**config.mk**
```make
export PLATFORM = sky130hd
export DESIGN_NAME = typed_key_comparator
export DESIGN_NICKNAME = d
export VERILOG_FILES = /design/src/hw/rtl/tkc_pkg.sv /design/src/hw/rtl/tkc_apb_regs.sv /design/src/hw/rtl/tkc_compare_core.sv /design/src/hw/rtl/typed_key_comparator.sv
export SDC_FILE = /design/constraint.sdc
export NUM_CORES = 1
export LEC_CHECK = 0
export BUFFER_PORTS_ARGS = -buffer_cell sky130_fd_sc_hd__buf_2
export CAP_MARGIN = 20
export CORE_ASPECT_RATIO = 0.5
export CORE_MARGIN = 2
export CORE_UTILIZATION = 35
export CTS_CLUSTER_SIZE = 30
export DETAILED_ROUTE_END_ITERATION = 12
export PLACE_DENSITY_LB_ADDON = 0.1
export SLEW_MARGIN = 20
export SYNTH_ARGS = -nofsm -noshare
export SYNTH_HDL_FRONTEND = slang
export SYNTH_HIERARCHICAL = 1
export SYNTH_SLANG_ARGS = --single-unit
```
**constraint.sdc**
```tcl
create_clock -name clk_i -period 3.6 [get_ports clk_i]
set_input_delay 0.36 -clock clk_i [delete_from_list [all_inputs] [get_ports clk_i]]
set_output_delay 0.36 -clock clk_i [all_outputs]
set_load 0.005 [all_outputs]
```
**src/hw/rtl/tkc_pkg.sv**
```systemverilog
// Shared types and constants for the typed key comparator.
// No dependencies; used by every other file in hw/rtl.
package tkc_pkg;

  localparam int unsigned ELEM_W   = 64;
  localparam int unsigned ORDER_W  = 2;
  localparam int unsigned APB_AW   = 3;
  localparam int unsigned APB_DW   = 32;

  localparam logic REG_IDX_KIND  = 1'b0;
  localparam logic REG_IDX_WIDTH = 1'b1;

  localparam logic [15:0] SPACE_UNIT = 16'h0020;

  localparam logic [ORDER_W-1:0] ORDER_LT = 2'b11;
  localparam logic [ORDER_W-1:0] ORDER_EQ = 2'b00;
  localparam logic [ORDER_W-1:0] ORDER_GT = 2'b01;
  localparam logic [ORDER_W-1:0] ORDER_BAD = 2'b10;

  typedef enum logic [2:0] {
    KIND_SINT     = 3'd0,
    KIND_UINT     = 3'd1,
    KIND_CHAR     = 3'd2,
    KIND_VARCHAR  = 3'd3,
    KIND_BINARY   = 3'd4,
    KIND_VARBIN   = 3'd5,
    KIND_UCHAR    = 3'd6,
    KIND_UVARCHAR = 3'd7
  } compare_kind_e;

  typedef enum logic [1:0] {
    WIDTH_8  = 2'd0,
    WIDTH_16 = 2'd1,
    WIDTH_32 = 2'd2,
    WIDTH_64 = 2'd3
  } width_code_e;

  typedef struct packed {
    compare_kind_e kind;
    width_code_e   width;
  } tkc_cfg_t;

  typedef struct packed {
    logic [ELEM_W-1:0] element_a;
    logic [ELEM_W-1:0] element_b;
    logic              a_present;
    logic              b_present;
    logic              last;
  } tkc_item_t;

  typedef struct packed {
    logic               emit;
    logic [ORDER_W-1:0] order;
  } tkc_res_t;

endpackage

```
**src/hw/rtl/tkc_apb_regs.sv**
```systemverilog
// APB-style configuration registers: compare kind and integer width.
// Depends on tkc_pkg.
module tkc_apb_regs (
  input  logic                       clk_i,
  input  logic                       rst_ni,
  input  logic                       psel,
  input  logic                       penable,
  input  logic                       pwrite,
  input  logic [tkc_pkg::APB_AW-1:0] paddr,
  input  logic [tkc_pkg::APB_DW-1:0] pwdata,
  output logic [tkc_pkg::APB_DW-1:0] prdata,
  output logic                       pready,
  output tkc_pkg::tkc_cfg_t          cfg_o
);

  tkc_pkg::compare_kind_e kind_q, kind_d;
  tkc_pkg::width_code_e   width_q, width_d;
  logic                   wr_en;
  logic                   reg_idx;

  assign pready  = 1'b1;
  assign wr_en   = psel & penable & pwrite;
  assign reg_idx = paddr[2];

  always_comb begin
    kind_d  = kind_q;
    width_d = width_q;
    if (wr_en) begin
      if (reg_idx == tkc_pkg::REG_IDX_KIND) begin
        kind_d = tkc_pkg::compare_kind_e'(pwdata[2:0]);
      end else begin
        width_d = tkc_pkg::width_code_e'(pwdata[1:0]);
      end
    end
  end

  always_ff @(posedge clk_i or negedge rst_ni) begin
    if (!rst_ni) begin
      kind_q  <= tkc_pkg::KIND_SINT;
      width_q <= tkc_pkg::WIDTH_8;
    end else begin
      kind_q  <= kind_d;
      width_q <= width_d;
    end
  end

  always_comb begin
    prdata = '0;
    if (reg_idx == tkc_pkg::REG_IDX_KIND) begin
      prdata[2:0] = kind_q;
    end else begin
      prdata[1:0] = width_q;
    end
  end

  assign cfg_o = '{kind: kind_q, width: width_q};

endmodule

```
**src/hw/rtl/tkc_compare_core.sv**
```systemverilog
// Compare logic and sticky string state for one element pair per transaction.
// Depends on tkc_pkg.
module tkc_compare_core (
  input  logic                  clk_i,
  input  logic                  rst_ni,
  input  tkc_pkg::tkc_cfg_t     cfg_i,
  input  tkc_pkg::tkc_item_t    item_i,
  input  logic                  fire_i,
  output tkc_pkg::tkc_res_t     res_o
);

  logic                          decided_q, decided_d;
  logic [tkc_pkg::ORDER_W-1:0]   dorder_q, dorder_d;

  logic [tkc_pkg::ELEM_W-1:0]    int_mask, int_sign, int_a, int_b;
  logic [tkc_pkg::ORDER_W-1:0]   int_order;
  logic                          is_int, int_signed, is_ucs2, pad_space;
  logic [15:0]                   emask, str_a, str_b;
  logic                          dec_n;
  logic [tkc_pkg::ORDER_W-1:0]   ord_n;

  // integer path
  always_comb begin
    unique case (cfg_i.width)
      tkc_pkg::WIDTH_8:  int_mask = 64'h0000_0000_0000_00FF;
      tkc_pkg::WIDTH_16: int_mask = 64'h0000_0000_0000_FFFF;
      tkc_pkg::WIDTH_32: int_mask = 64'h0000_0000_FFFF_FFFF;
      default:           int_mask = 64'hFFFF_FFFF_FFFF_FFFF;
    endcase
    int_sign = int_mask ^ (int_mask >> 1);
    int_a    = (item_i.element_a & int_mask) ^ (int_signed ? int_sign : '0);
    int_b    = (item_i.element_b & int_mask) ^ (int_signed ? int_sign : '0);
    if (int_a < int_b) begin
      int_order = tkc_pkg::ORDER_LT;
    end else if (int_a > int_b) begin
      int_order = tkc_pkg::ORDER_GT;
    end else begin
      int_order = tkc_pkg::ORDER_EQ;
    end
  end

  assign is_int     = (cfg_i.kind == tkc_pkg::KIND_SINT) || (cfg_i.kind == tkc_pkg::KIND_UINT);
  assign int_signed = (cfg_i.kind == tkc_pkg::KIND_SINT);
  assign is_ucs2    = (cfg_i.kind == tkc_pkg::KIND_UCHAR) ||
                      (cfg_i.kind == tkc_pkg::KIND_UVARCHAR);
  assign pad_space  = (cfg_i.kind == tkc_pkg::KIND_VARCHAR) ||
                      (cfg_i.kind == tkc_pkg::KIND_UVARCHAR);
  assign emask      = is_ucs2 ? 16'hFFFF : 16'h00FF;
  assign str_a      = item_i.element_a[15:0] & emask;
  assign str_b      = item_i.element_b[15:0] & emask;

  // string path: first deciding pair sticks
  always_comb begin
    dec_n = decided_q;
    ord_n = dorder_q;
    if (!decided_q) begin
      if (item_i.a_present && item_i.b_present) begin
        if (str_a != str_b) begin
          dec_n = 1'b1;
          ord_n = (str_a < str_b) ? tkc_pkg::ORDER_LT : tkc_pkg::ORDER_GT;
        end
      end else if (item_i.a_present) begin
        if (!pad_space || (str_a != tkc_pkg::SPACE_UNIT)) begin
          dec_n = 1'b1;
          ord_n = tkc_pkg::ORDER_GT;
        end
      end else if (item_i.b_present) begin
        if (!pad_space || (str_b != tkc_pkg::SPACE_UNIT)) begin
          dec_n = 1'b1;
          ord_n = tkc_pkg::ORDER_LT;
        end
      end
    end
  end

  always_comb begin
    res_o.emit  = is_int || item_i.last;
    res_o.order = is_int ? int_order : (dec_n ? ord_n : tkc_pkg::ORDER_EQ);
    decided_d   = decided_q;
    dorder_d    = dorder_q;
    if (fire_i) begin
      if (is_int || item_i.last) begin
        decided_d = 1'b0;
        dorder_d  = tkc_pkg::ORDER_EQ;
      end else begin
        decided_d = dec_n;
        dorder_d  = ord_n;
      end
    end
  end

  always_ff @(posedge clk_i or negedge rst_ni) begin
    if (!rst_ni) begin
      decided_q <= 1'b0;
      dorder_q  <= tkc_pkg::ORDER_EQ;
    end else begin
      decided_q <= decided_d;
      dorder_q  <= dorder_d;
    end
  end

endmodule

```
**src/hw/rtl/typed_key_comparator.sv**
```systemverilog
// Typed key comparator top level: input register, compare core, result register.
// Depends on tkc_pkg, tkc_apb_regs and tkc_compare_core.
//
// Usage:
//   Input channel (in_valid_i/in_ready_o) carries one element pair per
//   transaction: element_a_i, element_b_i, presence flags and last_i.
//   Output channel (out_valid_o/out_ready_i) returns order_o: -1, 0 or +1.
//   Integer kinds give one result per transaction; string kinds give one
//   result on the transaction marked last and none otherwise.
//   An accepted transaction is held in the input register; its result is
//   written to the result register once the output can take it.
//   Throughput: one transaction per cycle while the output is not stalled,
//   with a combinational compare between the two registers; transactions
//   that give no result never wait on the output.
//   A stalled receiver holds the result register; one more result may sit in
//   the input register, after which in_ready_o drops.
//   Reset clears both registers' valid flags, the string state and the
//   configuration (signed 8-bit integers). Configure over APB while idle.
module typed_key_comparator (
  input  logic                       clk_i,
  input  logic                       rst_ni,
  input  logic                       psel,
  input  logic                       penable,
  input  logic                       pwrite,
  input  logic [tkc_pkg::APB_AW-1:0] paddr,
  input  logic [tkc_pkg::APB_DW-1:0] pwdata,
  output logic [tkc_pkg::APB_DW-1:0] prdata,
  output logic                       pready,
  input  logic                       in_valid_i,
  output logic                       in_ready_o,
  input  logic [tkc_pkg::ELEM_W-1:0] element_a_i,
  input  logic [tkc_pkg::ELEM_W-1:0] element_b_i,
  input  logic                       a_present_i,
  input  logic                       b_present_i,
  input  logic                       last_i,
  output logic                       out_valid_o,
  input  logic                       out_ready_i,
  output logic signed [tkc_pkg::ORDER_W-1:0] order_o
);

  tkc_pkg::tkc_cfg_t            cfg;
  tkc_pkg::tkc_res_t            res;
  tkc_pkg::tkc_item_t           s1_item_q;
  logic                         s1_valid_q, s1_valid_d;
  logic                         out_valid_q, out_valid_d;
  logic [tkc_pkg::ORDER_W-1:0]  out_order_q;
  logic                         in_fire, s1_adv, out_free;

  tkc_apb_regs u_regs (
    .clk_i   (clk_i),
    .rst_ni  (rst_ni),
    .psel    (psel),
    .penable (penable),
    .pwrite  (pwrite),
    .paddr   (paddr),
    .pwdata  (pwdata),
    .prdata  (prdata),
    .pready  (pready),
    .cfg_o   (cfg)
  );

  tkc_compare_core u_core (
    .clk_i  (clk_i),
    .rst_ni (rst_ni),
    .cfg_i  (cfg),
    .item_i (s1_item_q),
    .fire_i (s1_adv),
    .res_o  (res)
  );

  assign out_free   = !out_valid_q || out_ready_i;
  assign s1_adv     = s1_valid_q && (!res.emit || out_free);
  assign in_ready_o = !s1_valid_q || s1_adv;
  assign in_fire    = in_valid_i && in_ready_o;

  always_comb begin
    s1_valid_d = s1_valid_q;
    if (in_fire) begin
      s1_valid_d = 1'b1;
    end else if (s1_adv) begin
      s1_valid_d = 1'b0;
    end
    out_valid_d = out_valid_q;
    if (s1_adv && res.emit) begin
      out_valid_d = 1'b1;
    end else if (out_ready_i) begin
      out_valid_d = 1'b0;
    end
  end

  always_ff @(posedge clk_i or negedge rst_ni) begin
    if (!rst_ni) begin
      s1_valid_q  <= 1'b0;
      out_valid_q <= 1'b0;
    end else begin
      s1_valid_q  <= s1_valid_d;
      out_valid_q <= out_valid_d;
    end
  end

  always_ff @(posedge clk_i) begin
    if (in_fire) begin
      s1_item_q <= '{element_a: element_a_i, element_b: element_b_i,
                     a_present: a_present_i, b_present: b_present_i, last: last_i};
    end
    if (s1_adv && res.emit) begin
      out_order_q <= res.order;
    end
  end

  assign out_valid_o = out_valid_q;
  assign order_o     = out_order_q;

  a_order_legal: assert property (@(posedge clk_i) disable iff (!rst_ni)
    out_valid_o |-> (order_o != tkc_pkg::ORDER_BAD))
    else $error("illegal order code on output");

  a_empty_ready: assert property (@(posedge clk_i) disable iff (!rst_ni)
    !s1_valid_q |-> in_ready_o)
    else $error("input stalled with empty input register");

  a_fire_loads: assert property (@(posedge clk_i) disable iff (!rst_ni)
    in_fire |=> s1_valid_q)
    else $error("accepted transaction lost from input register");

  a_stall_hold: assert property (@(posedge clk_i) disable iff (!rst_ni)
    (out_valid_q && !out_ready_i && s1_valid_q && res.emit) |-> !in_ready_o)
    else $error("input accepted while result path blocked");

endmodule

```
### Word-level counts from Yosys, hierarchy flattened

Index checks and enable logic that the tools add are counted.

| word-level totals | value |
|---|---|
| flip-flop bits (word level) | 143 |
| input port bits | 173 |
| output and inout bits | 37 |
| word-level logic and storage cells | 87 |

| cells by class | value |
|---|---|
| magnitude comparators | 3 |
| equal/unequal tests | 9 |
| multiplexer cells | 30 |
| bitwise gates (word level) | 10 |
| reductions and logical operators | 23 |

Operator list:

| operator | count |
|---|---|
| $pmux W64 S3 | 1 |
| $and A64 B64 Y64 | 2 |
| $xor A64 B64 Y64 | 2 |
| $gt A64 B64 Y1 | 1 |
| $lt A64 B64 Y1 | 1 |
| $mux W64 | 1 |
| $xor A64 B63 Y64 | 1 |
| $and A16 B16 Y16 | 2 |
| $ne A16 B6 Y1 const B | 2 |
| $mux W2 | 13 |
| $lt A16 B16 Y1 | 1 |
| $mux W16 | 1 |
| $ne A16 B16 Y1 | 1 |
| $mux W1 | 14 |
| $logic_or A1 B1 Y1 | 9 |
| $eq A3 B3 Y1 const B | 2 |
| $logic_and A1 B1 Y1 | 4 |
| $logic_not A1 Y1 | 4 |
| $reduce_and A2 Y1 | 2 |
| $reduce_bool A2 Y1 | 2 |
| $eq A3 B1 Y1 const B | 1 |
| $eq A3 B2 Y1 const B | 1 |
| $logic_not A3 Y1 | 1 |
| $and A1 B1 Y1 | 2 |
| 4 further kinds | 4 |

### Longest topological paths before layout

Gate-level depths: netlist (run 1).

| depth | value |
|---|---|
| depth in word-level cells | 13 |
| mapped depth | 12 |
| depth with buffers taken out | 11 |

### By module

The synthesis (run 1) kept the hierarchy.

Modules (own cells, without submodules):

| module | instances | cells an instance | area an instance (sq um) | sequential area each (sq um) |
|---|---|---|---|---|
| typed_key_comparator | 1 | 143 | 4111.4 | 4043.9 |
| tkc_compare_core | 1 | 398 | 2730.1 | 75.1 |
| tkc_apb_regs | 1 | 47 | 493.0 | 125.1 |

### Least setup slack after synthesis (run 1)

OpenSTA, ideal clock, no wires.

| timing | value |
|---|---|
| path kind | register to register |
| start | reg u_regs.width_q[0] |
| end | reg out_order_q (netlist bit order_o[1]), data pin |
| setup time | 0.267 ns |
| data arrival time | 2.537 ns |
| data required time | 3.333 ns |
| setup slack | 0.796 ns |
| stages on the path, launching flop included | 13 |
| path buffers | 3 |
| clock period less this slack | 2.804 ns |
| cells stage by stage | dfrtp_1 clkbuf_1 and2_1 clkbuf_1 clkbuf_1 nand2_1 ha_1 nand3_1 nor4_1 nand4_1 a31o_1 o211ai_2 o32ai_1 |

RTL lines:

| item | line | source |
|---|---|---|
| start: declaration | tkc_apb_regs.sv:17 | `tkc_pkg::width_code_e width_q, width_d;` |
| start signal: assignment | tkc_apb_regs.sv:40 | `width_q <= tkc_pkg::WIDTH_8;` |
| start signal: assignment | tkc_apb_regs.sv:43 | `width_q <= width_d;` |
| end signal: assignment | typed_key_comparator.sv:107 | `out_order_q <= res.order;` |
| end: declaration | typed_key_comparator.sv:46 | `logic [tkc_pkg::ORDER_W-1:0] out_order_q;` |

==> results.cfg, run 1 <==
[status]
outcome = finished, final reports clean

[logic_synthesis]
synthesis.area_um2 = 7330
synth_cell_types = 54
synthFlopType = edfxtp_1
synth-edff-count = 133
synth_area_leader_cell = edfxtp_1
syn_area_per_cell_um2 = 12.5
syn_inst = 588
synth_async_sr_flop_share = 0.0699
synth_top_area_frac = 0.545
netlist_top_cells_count = edfxtp_1, nand2_1, ha_1, and3_1, buf_4
synthTopCellsByArea = edfxtp_1, ha_1, nand2_1, dfrtp_1, and3_1
synth-seq-cells = 143
yosysSeqAreaShare = 0.579
yosysWarnings = 6
yosysMostFrequentCell = edfxtp_1

[layout]
drive_gt1_frac = 0.270
nets = 987
area_growth_pct = 21.1
fin_area_um2 = 8880

[worst_setup_path]
path_cells = or3_1 > xnor2_1 > and2_1 > ha_1 > nand3_1 > nor4_1 > buf_4 > nand4_1 > a31o_1 > o211ai_2 > o32ai_1
required_ns = 3.75
cpPeakStageDelay_ns = 0.54
worstPathMaxFanout = 6
cp.arrival_ns = 3.52
critical_path.startpoint_type = register
cp-end-kind = register
critPathLaunch = u_regs/kind_q[1]
path_class = register to register
critPathBufInv = 1
cpLargestDelayFamily = simple AND/OR/NAND/NOR gates
slowest_stage = or3_1
reg2reg_from = u_regs/kind_q[1]

[min_path]
min_from = element_b_i[37]
hp-class = primary input to register

[placed_design]
pre_cts_ws_ns = 0.280
io_buffers = 148
postPlaceCellArea_um2 = 8320
dp_hpwl_um = 11700
gp_congestion = 0.773

[sta]
whs_ns = 0.109
min_period_ns = 3.36
relSlewSlack = 0.523
finalSetupTns_ns = 0
fin_crit_sh = 0.934
fmax_mhz = 297
tightestPinTransition_ns = 0.698
worst_slack_ns = 0.237
rsz0062_at_grt = false
setup_violations = 0
finClkSkew_ns = 0.00749
final_max_slew_viol_count = 0
finalHoldViolations = 0

[global_route]
grt_max_degree = 84
grt_pass1_vias = 5003
overflow = 0
antenna_found_initial = 2
grt_pass1_wl_um = 25600
grt_use_total = 0.152

[clock_tree]
clkSinkCount = 143
tritoncts = built
clk_latency_ns = 0.42
clock_path_buffers = 2
postCtsSetupRepairBufs = 0
cts_root_buf = clkbuf_16
cts_buffers = 17
clk_pin_slew_ns = 0.07
htreeDepth = 4

[die]
initial_core_util = 0.357
core_area_um2 = 20600
die_area_um2 = 22200
rows = 37
die_h_um = 106
ioPinCount = 210
die_w_um = 209

[power_and_ir_drop]
p_leak_nw = 3.92
powerDensity_nw_per_um2 = 537
ir_drop_mv = 0.289
power_mw = 4.77

[detailed_routing]
vias_per_cell = 4.73
antenna_left = 0
wl_per_cell_um = 15.5
drc = 0
firstDrtPassIters = 4
vias = 4874
drt-total-wl_um = 16000
drt_iter0_drc = 253

[run]
max-cap-violations = 0
## cells by family (layout without fill, tap and decap cells)
| family | after synthesis | after routing | synth area share |
|---|---|---|---|
| buffers and inverters | 65 | 204 | 0.0488 |
| other | 2 | 32 | 0.00102 |
| AO/OA/AOI/OAI | 84 | 84 | 0.0763 |
| AND/OR/NAND/NOR | 209 | 209 | 0.153 |
| XOR/XNOR | 4 | 4 | 0.00478 |
| flip-flops | 143 | 143 | 0.579 |
| multiplexers | 9 | 9 | 0.0152 |
| adder cells (fa/ha/maj) | 72 | 72 | 0.123 |
## placed cells by master (no fill, tap or decap), types with 4 or more instances in the layout
cell type   count
dfrtp_1         9
nand2_1        82
buf_4           6
inv_1          14
buf_2         148
nor2_1         11
nor4_1         10
a21oi_1        28
nor3_1          5
nand2b_1        4
o21ai_1         4
nand4_1        16
clkbuf_16      17
a21o_1         18
o21ai_0         9
and2_1         26
and3_1         39
nand3_1         4
ha_1           72
mux2_2          5
clkinvlp_4      5
conb_1         30
edfxtp_1      133
## layer usage
metal | track usage | share of wire | wire length, µm
met1 | 0.196 | 0.47 | 7500
met2 | 0.245 | 0.47 | 7540
met3 | 0.0425 | 0.049 | 787
met4 | 0.0561 | 0.010 | 163
met5 | 0 | 0 | 0
## flip-flops by register name (all words and copies together), names as in the netlist
name,count
s1_item_q,131
u_regs/kind_q,3
order_o,2
u_core/dorder_q,2
u_regs/width_q,2
out_valid_o,1
s1_valid_q,1
u_core/decided_q,1
## area by class of cell
cell class                      instances  area [µm²]
Antenna cell                            2        5.00
Clock buffer                           18         429
Clock inverter                         14         111
Fill cell                            1947       11700
Inverter                               14        52.6
Multi-Input combinational cell        408        2840
Sequential cell                       143        4250
Tap cell                              273         342
Timing Repair Buffer                  158         856
## report_power, final
group          switching, mW  internal (mW)  total (mW)
combinational          0.627          0.471        1.10
clock                  0.717          0.891        1.61
sequential            0.0777           1.98        2.06
## metrics by stage
| stage | util | std cells |
|---|---|---|
| after floorplan | - | 616 |
| after global placement | 0.405 | 995 |
| after detailed placement | 0.405 | 995 |
| after CTS | 0.432 | 1028 |
| after global routing | 0.432 | 1028 |
| final | 0.432 | 1030 |
## worst paths after layout
| kind | end | slack [ns] | cells past startpoint |
|---|---|---|---|
| setup reg to reg | order_o[1] | 0.24 | 11 |
| hold reg to reg | u_core/dorder_q[0] | 0.55 | 2 |
| min in group asynchronous | u_core/decided_q | 0.35 | 2 |
| setup / recovery | order_o[1] | 0.24 | 11 |
| hold / removal | s1_item_q[40] | 0.11 | 1 |
| max in group asynchronous | u_regs/width_q[1] | 3.03 | 2 |
## what timing repair did
action / 4_1_cts / 5_1_grt
setup endpoints to repair: 0 / 1
hold buffers: 1 / 0
endpoints found under the hold margin: 10 / 0
resized for setup: 0 / 1
(Power assumes the default switching activity.)
==> inputs of run 2 (changes only) <==
- CAP_MARGIN: 20 -> 10
- clock period: 3.6 -> 3.87 ns (I/O delays scaled with it)
==> results.cfg, run 2 (synthesis gave the netlist of run 1 again) <==
[run]
max-cap-violations = 0

[global_route]
grt_max_degree = 86
antenna_found_initial = 2
grt_pass1_vias = 5019
grt_pass1_wl_um = 25900
overflow = 0
grt_use_total = 0.155

[detailed_routing]
drc = 0
vias = 4898
vias_per_cell = 4.76
antenna_left = 0
drt_iter0_drc = 202
wl_per_cell_um = 16.1
drt-total-wl_um = 16500
firstDrtPassIters = 5

[layout]
layout.cells.most_common = buf_2
largest_reg_flops = 131
final_util = 0.432
regMostFlops = s1_item_q
final_cell_mix = buf_2, edfxtp_1, nand2_1
drive_gt1_frac = 0.274
reg_top3 = s1_item_q x131, u_regs/kind_q x3
stdcell_count = 1030
area_growth_pct = 21.0
nets = 990

[worst_setup_path]
slowest_stage = or3_1
worstPathMaxFanout = 6
cpLargestDelayFamily = simple AND/OR/NAND/NOR gates
r2r_slack_ns = 0.57
cpPeakStageDelay_ns = 0.55
path_class = register to register
path_cells = or3_1 > xnor2_1 > and2_1 > ha_1 > nand3_1 > nor4_1 > buf_4 > nand4_1 > a31o_1 > o211ai_2 > o32ai_1
cp.arrival_ns = 3.45
required_ns = 4.02
cp-end-kind = register
critical_path.startpoint_type = register
critPathBufInv = 1

[placed_design]
io_buffers = 148
post-place-cells = 998
dp_hpwl_um = 12100
gp_congestion = 0.807

[sta]
finalSetupTns_ns = 0
final_max_slew_viol_count = 0
tightestPinTransition_ns = 0.915
setup_violations = 0
whs_ns = 0.131
relSlewSlack = 0.374
finClkSkew_ns = 0.00724
finalHoldViolations = 0
fmax_mhz = 303
min_period_ns = 3.30
fin_crit_sh = 0.852
rsz0062_at_grt = false

[die]
core_area_um2 = 20600
die_area_um2 = 22200
ioPinCount = 210
die_w_um = 209
die_h_um = 106
initial_core_util = 0.357
rows = 37

[clock_tree]
tritoncts = built
cts_buffers = 17
cts_root_buf = clkbuf_16
htreeDepth = 4
clk_pin_slew_ns = 0.07
clock_path_buffers = 2
clkSinkCount = 143
clk_latency_ns = 0.43

[power_and_ir_drop]
powerDensity_nw_per_um2 = 503
ir_drop_mv = 0.255
p_leak_nw = 3.93

[status]
outcome = finished, final reports clean

[min_path]
hp-class = primary input to register
==> run 2: cell count changes in the layout (fill, tap and decap cells not counted) <==
cell        previous run  this run
buf_4                  6        11
clkinv_2               0         4
clkinv_1               2         0
inv_8                  2         0
clkbuf_1               1         0
bufinv_16              0         1
nor4_1                10        11
buf_12                 3         1
clkinvlp_4             5         3
diode_2                2         1
nor4_2                 1         0
==> run 2: metrics by stage <==
| step | total power [mW] | setup slack, ns | cell area (µm²) |
|---|---|---|---|
| 5_1_grt | 4.74 | 0.399 | 8870 |
| 3_5_place_dp | 2.99 | 0.613 | 8320 |
| 3_3_place_gp | 2.97 | 0.749 | 8320 |
| 6_report | 4.47 | 0.571 | 8870 |
| 4_1_cts | 4.54 | 0.593 | 8870 |
| 2_1_floorplan | 2.63 | 1.07 | 7440 |
==> run 2: final timing paths <==
| kind | depth (start not counted) | endpoint | start |
|---|---|---|---|
| worst max register to register | 11 | order_o[1] | u_regs/kind_q[1] |
| min in group asynchronous | 2 | u_core/decided_q | rst_ni |
| worst max-delay path | 11 | order_o[1] | u_regs/kind_q[1] |
| max in group asynchronous | 2 | u_regs/width_q[1] | rst_ni |
| worst min-delay path | 1 | s1_item_q[105] | element_a_i[38] |
| worst min register to register | 3 | u_core/dorder_q[1] | s1_item_q[0] |
==> run 2: metal layers <==
metal | track usage | share of wire
met1 | 0.203 | 0.48
met2 | 0.248 | 0.46
met3 | 0.0443 | 0.048
met4 | 0.0536 | 0.015
met5 | 0 | 0
==> run 2: timing repair <==
action                     in CTS  in global routing
resized for setup               0                  0
buffers inserted                0                  0
hold endpoints to repair       10                  0
setup endpoints to repair       0                  0
hold buffers                    1                  0
==> run 2: where the power goes <==
group	switching (mW)	internal (mW)
registers	0.0597	1.85
logic	0.600	0.434
clock network	0.651	0.877
==> run 2: cell type report <==
| cell class | instances | area, µm² |
|---|---|---|
| fillers | 1973 | 11700 |
| flip-flops and latches | 143 | 4250 |
| multi-input cells | 408 | 2840 |
| repair buffers | 161 | 853 |
| clock buffers | 17 | 425 |
| well taps | 273 | 342 |
| clock inverters | 13 | 116 |
| inverters | 14 | 52.6 |
| diodes | 1 | 2.50 |
==> run 2: worst register-to-register path: stages (launching register included) <==
cell and delay [ns]:
dfrtp_1 0.37, or3_1 0.55, xnor2_1 0.18, and2_1 0.16, ha_1 0.31, nand3_1 0.20
nor4_1 0.40, buf_4 0.19, nand4_1 0.18, a31o_1 0.29, o211ai_2 0.08, o32ai_1 0.12
==> inputs of run 3 (changes only) <==
- CTS_BUF_LIST: not set -> sky130_fd_sc_hd__clkbuf_4
- SLEW_MARGIN: 20 -> not set
==> results.cfg, run 3 (synthesis gave the netlist of run 1 again) <==
[status]
outcome = finished, final reports clean

[worst_setup_path]
path_cells = or3_1 > xnor2_1 > and2_1 > ha_1 > nand3_1 > nor4_1 > buf_4 > nand4_1 > a31o_1 > o211ai_2 > o32ai_1
path_class = register to register
slowest_stage = or3_1
r2r_slack_ns = 0.58
worstPathMaxFanout = 6
critical_path.startpoint_type = register
required_ns = 4.17
cp-end-kind = register
cp.arrival_ns = 3.59
critPathBufInv = 1
cpPeakStageDelay_ns = 0.54
cpLargestDelayFamily = simple AND/OR/NAND/NOR gates

[placed_design]
post-place-cells = 998
postPlaceCellArea_um2 = 8320
gp_congestion = 0.807
dp_hpwl_um = 12100
io_buffers = 148
pre_cts_ws_ns = 0.613

[run]
max-cap-violations = 0

[clock_tree]
cts_root_buf = clkbuf_4
cts_buffers = 17
clk_latency_ns = 0.57
clk_pin_slew_ns = 0.12
cts_resized = 0
clock_path_buffers = 2
clkSinkCount = 143
htreeDepth = 4
postCtsSetupRepairBufs = 0
tritoncts = built

[global_route]
grt_pass1_wl_um = 28400
grt_use_total = 0.167
antenna_found_initial = 1
grt_max_degree = 86
grt_pass1_vias = 5725
overflow = 0

[sta]
rsz0062_at_grt = false
finalHoldViolations = 0
fmax_mhz = 304
setup_violations = 0
final_max_slew_viol_count = 0
finalSetupTns_ns = 0
finClkSkew_ns = 0.0208
fin_crit_sh = 0.850
worst_slack_ns = 0.581
min_period_ns = 3.29
relSlewSlack = 0.425
tightestPinTransition_ns = 0.841

[layout]
n_fill_cell = 1906
drive_gt1_frac = 0.232
reg_top3 = s1_item_q x131, u_regs/kind_q x3
stdcell_count = 1165
largest_reg_flops = 131
fin_area_um2 = 9930
final_util = 0.483
final_cell_mix = buf_2, dlygate4sd3_1, edfxtp_1
area_growth_pct = 35.4
nets = 1125
layout.cells.most_common = buf_2
regMostFlops = s1_item_q

[power_and_ir_drop]
powerDensity_nw_per_um2 = 397
p_leak_nw = 4.37
ir_drop_mv = 0.168

[die]
core_area_um2 = 20600
die_area_um2 = 22200
ioPinCount = 210
die_w_um = 209
die_h_um = 106
initial_core_util = 0.357
rows = 37

[detailed_routing]
drt-total-wl_um = 17900
vias = 5436
vias_per_cell = 4.67
drt_iter0_drc = 220
antenna_left = 0
wl_per_cell_um = 15.4
drc = 0
firstDrtPassIters = 4

[min_path]
hp-class = primary input to register
run 3: stage by stage:
step / hold WS (ns) / power (mW)
2_1_floorplan: 0.0914 / 2.63
3_3_place_gp: 0.268 / 2.97
3_5_place_dp: 0.266 / 2.99
4_1_cts: 0.0411 / 4.01
5_1_grt: 0.0839 / 4.20
6_report: 0.122 / 3.94
run 3: tightest hold or removal path: cells and delay by family:
family | cells | cell delay (ns)
and+or+nand+nor | 2 | 0.18
buffers and inverters | 1 | 0.09
run 3: worst paths after layout:
path / startpoint / end / cells after the start
worst max-delay path: u_regs/kind_q[1] / order_o[1] / 11
worst min-delay path: out_ready_i / s1_valid_q / 3
worst max register to register: u_regs/kind_q[1] / order_o[1] / 11
worst min register to register: s1_item_q[0] / u_core/dorder_q[1] / 3
max in group asynchronous: rst_ni / u_regs/width_q[1] / 2
min in group asynchronous: rst_ni / u_core/decided_q / 2
run 3: final cells by class:
type / instances / area, µm² / area share
inverter: 14 / 52.6 / 0.00529
clock buffer: 17 / 128 / 0.0129
clock inverter: 13 / 116 / 0.0117
tap: 273 / 342 / 0.0344
antenna: 1 / 2.50 / 0.000252
multi-input combinational: 408 / 2840 / 0.286
timing repair buffer: 296 / 2200 / 0.222
sequential: 143 / 4250 / 0.428
run 3: report_power, final:
part           switching [mW]  internal, mW  total, mW
combinational           0.625         0.523       1.15
sequential             0.0599          1.84       1.90
clock                   0.577         0.313      0.890
run 3: repair_timing:
item | in CTS | in global routing
hold buffers | 136 | 0
endpoints found under the setup margin | 0 | 0
endpoints found under the hold margin | 147 | 0
run 3: layer usage:
layer / part of all wire / GRT usage
met2: 0.48 / 0.289
met4: 0.015 / 0.0592
met3: 0.036 / 0.0363
met1: 0.46 / 0.207
met5: 0 / 0
